**config.mk**
```make
export PLATFORM = sky130hd
export DESIGN_NAME = rmth_ctrl
export DESIGN_NICKNAME = d
export VERILOG_FILES = /design/src/hdl/rmth_pkg.sv /design/src/hdl/rmth_ctrl.sv
export SDC_FILE = /design/constraint.sdc
export NUM_CORES = 1
export LEC_CHECK = 0
export ABC_AREA = 1
export ABC_CLOCK_PERIOD_IN_PS = 1090
export BUFFER_PORTS_ARGS = -buffer_cell sky130_fd_sc_hd__buf_2
export CAP_MARGIN = 20
export CORE_AREA = 2 2 39 41
export CTS_CLUSTER_DIAMETER = 30
export DETAILED_ROUTE_END_ITERATION = 16
export DIE_AREA = 0 0 41 43
export PLACE_DENSITY = 0.65
export SLEW_MARGIN = 10
export SYNTH_ARGS = -nofsm -noshare
export SYNTH_HDL_FRONTEND = slang
export SYNTH_SLANG_ARGS = --single-unit
export TNS_END_PERCENT = 10
```
**constraint.sdc**
```tcl
create_clock -name clock -period 1.09 [get_ports clock]
set_clock_uncertainty 0.15 [all_clocks]
set_input_delay 0.109 -clock clock [delete_from_list [all_inputs] [get_ports clock]]
set_output_delay 0.109 -clock clock [all_outputs]
set_load 0.01 [all_outputs]
```
**src/hdl/rmth_pkg.sv**
```systemverilog
// ----------------------------------------------------------------------------
// rmth_pkg: shared types and constants for the running median block
// Holds default parameter values, controller states and the command/status
// structs that join the controller and the datapath.
// ----------------------------------------------------------------------------
package rmth_pkg;

   localparam int CAPACITY_DEF     = 1024;
   localparam int SAMPLE_WIDTH_DEF = 32;
   localparam int MED_W            = 33;
   localparam int CNT_W            = 11;

   // controller states
   typedef enum logic [3:0] {
      ST_IDLE,
      ST_DECIDE,
      ST_RT_RD,      // replace-top: read children
      ST_RT_WAIT,
      ST_RT_CMP,     // replace-top: compare and swap
      ST_PU_RD,      // push: read parent
      ST_PU_WAIT,
      ST_PU_CMP,     // push: compare and swap
      ST_TOPS,       // tops settle
      ST_OUT
   } state_type;

   // controller to datapath
   typedef struct packed {
      logic load;        // capture input sample
      logic decide;      // pick heaps and the value to push
      logic rt_start;    // write new top of source heap
      logic rt_read;     // issue child reads
      logic rt_step;     // compare children, swap or stop
      logic pu_start;    // write pushed value at the end
      logic pu_read;     // issue parent read
      logic pu_step;     // compare with parent, swap or stop
      logic finish;      // form result
   } cmd_type;

   // datapath to controller
   typedef struct packed {
      logic full;        // store is full
      logic need_rt;     // replace-top is needed
      logic rt_done;     // sift-down finished
      logic pu_done;     // sift-up finished
   } sts_type;

endpackage

```
**src/hdl/rmth_ctrl.sv**
```systemverilog
// ----------------------------------------------------------------------------
// rmth_ctrl: sequencer for one insertion
// Steps through reject check, optional sift-down of one heap, sift-up of the
// other, and result hand-off.
// ----------------------------------------------------------------------------
module rmth_ctrl
   import rmth_pkg::*;
(
   input  logic    clock,
   input  logic    reset,
   input  logic    in_valid,
   output logic    in_ready,
   output logic    out_valid,
   input  logic    out_ready,
   output cmd_type cmd,
   input  sts_type sts
);

   state_type state_ff, state_in;

   // state register
   always_ff @(posedge clock) begin
      if (reset) begin
         state_ff <= ST_IDLE;
      end else begin
         state_ff <= state_in;
      end
   end

   // next state and commands
   always_comb begin
      state_in  = state_ff;
      cmd       = '0;
      in_ready  = 1'b0;
      out_valid = 1'b0;
      unique case (state_ff)
         ST_IDLE: begin
            in_ready = 1'b1;
            if (in_valid) begin
               cmd.load = 1'b1;
               state_in = ST_DECIDE;
            end
         end
         ST_DECIDE: begin
            cmd.decide = 1'b1;
            if (sts.full) begin
               state_in = ST_TOPS;
            end else if (sts.need_rt) begin
               cmd.rt_start = 1'b1;
               state_in     = ST_RT_RD;
            end else begin
               cmd.pu_start = 1'b1;
               state_in     = ST_PU_RD;
            end
         end
         ST_RT_RD: begin
            if (sts.rt_done) begin
               cmd.pu_start = 1'b1;
               state_in     = ST_PU_RD;
            end else begin
               cmd.rt_read = 1'b1;
               state_in    = ST_RT_WAIT;
            end
         end
         ST_RT_WAIT: state_in = ST_RT_CMP;
         ST_RT_CMP: begin
            cmd.rt_step = 1'b1;
            state_in    = ST_RT_RD;
         end
         ST_PU_RD: begin
            if (sts.pu_done) begin
               state_in = ST_TOPS;
            end else begin
               cmd.pu_read = 1'b1;
               state_in    = ST_PU_WAIT;
            end
         end
         ST_PU_WAIT: state_in = ST_PU_CMP;
         ST_PU_CMP: begin
            cmd.pu_step = 1'b1;
            state_in    = ST_PU_RD;
         end
         ST_TOPS: begin
            cmd.finish = 1'b1;
            state_in   = ST_OUT;
         end
         ST_OUT: begin
            out_valid = 1'b1;
            if (out_ready) begin
               state_in = ST_IDLE;
            end
         end
         default: state_in = ST_IDLE;
      endcase
   end

endmodule

```
==> results.sh <==
export IMPL_path_clk_slew_ns=0.04
export IMPL_hold_class="in2reg"
export IMPL_worst_setup_path_start_kind="flip-flop"
export IMPL_syn2layout_area_growth_pct=61.49
export IMPL_synth_area_top_cells="dfxtp_1 20%, inv_1 15%, nand2_1 15%"
export IMPL_synth_top_area_cell="dfxtp_1"
export IMPL_final_common_cell="buf_2"
export IMPL_num_rows=14
export IMPL_ys_warn_count=0
export IMPL_min_period_ns=1.440
export IMPL_die_width_um=41
export IMPL_status="finished with violations"
export IMPL_die_y_um=43
export IMPL_antenna_found_initial=0
export IMPL_wire_per_inst_um=10.03
export IMPL_synth_distinct_cells=12
export IMPL_start_util_pct=29.11
export IMPL_maxCapViolations=0
export IMPL_clock_sinks=4
export IMPL_finalSetupViolCount=15
export IMPL_tightest_slew_ns=0.1619
export IMPL_vias_per_cell=4.550
export IMPL_drc_errors=0
export IMPL_place_inst=112
export IMPL_critPathMaxFanout=5
export IMPL_violations="negative setup slack"
export IMPL_finalWorstSetupSlack_ns=-0.3504
export IMPL_gp_congestion=0.8209
export IMPL_layout_drive_gt1_share_pct=47.12
export IMPL_mostFrequentLayoutCells="16 x buf_2, 15 x nand2_1, 14 x inv_1"
export IMPL_port_buffers=18
export IMPL_cts_buffer_depth=2
export IMPL_max_vdd_ir_drop_mv=1.341
export IMPL_syn_inst=74
export IMPL_fmax_mhz=694.2
export IMPL_grt_pass1_vias=519
export IMPL_maxSlewHeadroom_pct=89.18
export IMPL_top_register="state_ff"
export IMPL_synth_area_um2=402.9
export IMPL_ios=19
export IMPL_rrSetupSlack_ns=-0.18
export IMPL_grt_pass1_wl_mm=2.056
export IMPL_grt_max_degree=7
export IMPL_power_density_mw_per_mm2=2322
export IMPL_slew_viol_final=0
export IMPL_firstDrtPassIters=4
export IMPL_fin_cells=120
export IMPL_cp_end_kind="primary output"
export IMPL_avgSynthCellArea_um2=5.444
export IMPL_reg_largest_list="state_ff: 4 flops"
export IMPL_hold_slack_ns=0.06978
export IMPL_crit_required_ns=0.83
export IMPL_diodes=0
export IMPL_htreeDepth=1
export IMPL_grt_overflow=0
export IMPL_rsz0062_at_grt="yes"
export IMPL_track_usage_pct=17.55
export IMPL_seq_area_frac_synth_pct=19.88
export IMPL_largest_reg_flops=4
export IMPL_arrival_ns=1.18
export IMPL_routed_via_count=546
export IMPL_synth_top_area_share_pct=19.88
export IMPL_coreArea_mm2=0.001384
export IMPL_synth_seq_cells=4
export IMPL_dieArea_mm2=0.001763
export IMPL_hold_viol_final=0
export IMPL_cts_root_buffer="clkbuf_4"
export IMPL_clk_latency_ns=0.25
export IMPL_path_class="reg2out"
export IMPL_timing_final_crit_share_pct=132.1
export IMPL_final_antenna_net_count=0
export IMPL_first_iter_violations=14
export IMPL_p_leak_nw=0.4201
export IMPL_cts_tree="done"
export IMPL_dp_hpwl_um=908.1
export IMPL_syn_num_nets=82
export IMPL_routed_wl_mm=1.204
export IMPL_cts_buffers=3
export IMPL_nets=114
export IMPL_fill_cells=149
export IMPL_final_core_util_pct=47.02
cell usage after synthesis:
cell and instances:
inv_1 16, nand2_1 16, nor2_1 13, nand3_1 10, dfxtp_1 4, nand2_2 3
nand4_1 3, nor2_4 3, inv_2 2, nor2_2 2, buf_4 1, nor3_1 1
per-stage QoR:
stage | cell area, um2 | power [W] | setup WS (ns) | TNS [ns]
finish | 650.6 | 0.001511 | -0.3504 | -3.717
global route | 650.6 | 0.001653 | -0.4197 | -4.759
detailed placement | 544.3 | 0.001090 | -0.1962 | -1.595
floorplan | 407.9 | 0.0008044 | -0.07523 | -0.2205
CTS | 640.6 | 0.001484 | -0.3574 | -3.785
global placement | 544.3 | 0.001082 | -0.1753 | -1.430
critical path, cell delays in order, from the launching register on:
cell     delay [ns]
dfxtp_4        0.36
nor2_4         0.15
inv_2          0.07
nor2_4         0.10
nand2_2        0.08
nand2_2        0.08
buf_6          0.10
power breakdown:
group | leakage [nW] | switching, W | total (W) | internal, W
Sequential | 0.0350 | 0.0000771 | 0.000288 | 0.000211
Clock | 0.0138 | 0.0000730 | 0.000197 | 0.000124
Combinational | 0.371 | 0.000548 | 0.00103 | 0.000478
Total | 0.420 | 0.000698 | 0.00151 | 0.000813
final cells by class:
type / count / area (um2) / share of cell area (%)
clock buffers: 3 / 22.52 / 3.462
inverters: 18 / 67.56 / 10.38
multi-input cells: 51 / 262.8 / 40.38
flip-flops and latches: 4 / 90.09 / 13.85
well taps: 16 / 20.02 / 3.077
repair buffers: 28 / 187.7 / 28.85
repair_timing:
item,CTS,global route
buffers inserted,4,0
hold endpoints to repair,3,0
pin swaps,5,1
resized for setup,10,4
hold buffers,1,0
endpoints found under the setup margin,15,15
kinds of logic (layout without fill, tap and decap cells):
family                 Yosys count  in the layout  share of synthesized area [%]
DFF                              4              4                          19.88
buffers and inverters           19             49                          18.64
and+or+nand+nor                 51             51                          61.49
metal layers:
| layer | part of all wire (%) | global-route usage, % | wire length [um] |
|---|---|---|---|
| met5 | 0 | 0 | 0 |
| met4 | 1.2 | 10.00 | 14 |
| met2 | 49 | 27.19 | 586 |
| met3 | 8.8 | 6.283 | 106 |
| met1 | 41 | 19.55 | 496 |
final timing paths:
kind,from,depth (start not counted),endpoint
setup / recovery,state_ff[2],6,cmd[3]
hold / removal,sts[3],5,state_ff[3]
setup reg to reg,state_ff[1],8,state_ff[2]
hold reg to reg,state_ff[1],4,state_ff[2]
Note: power is estimated with default switching activity, not from simulation.
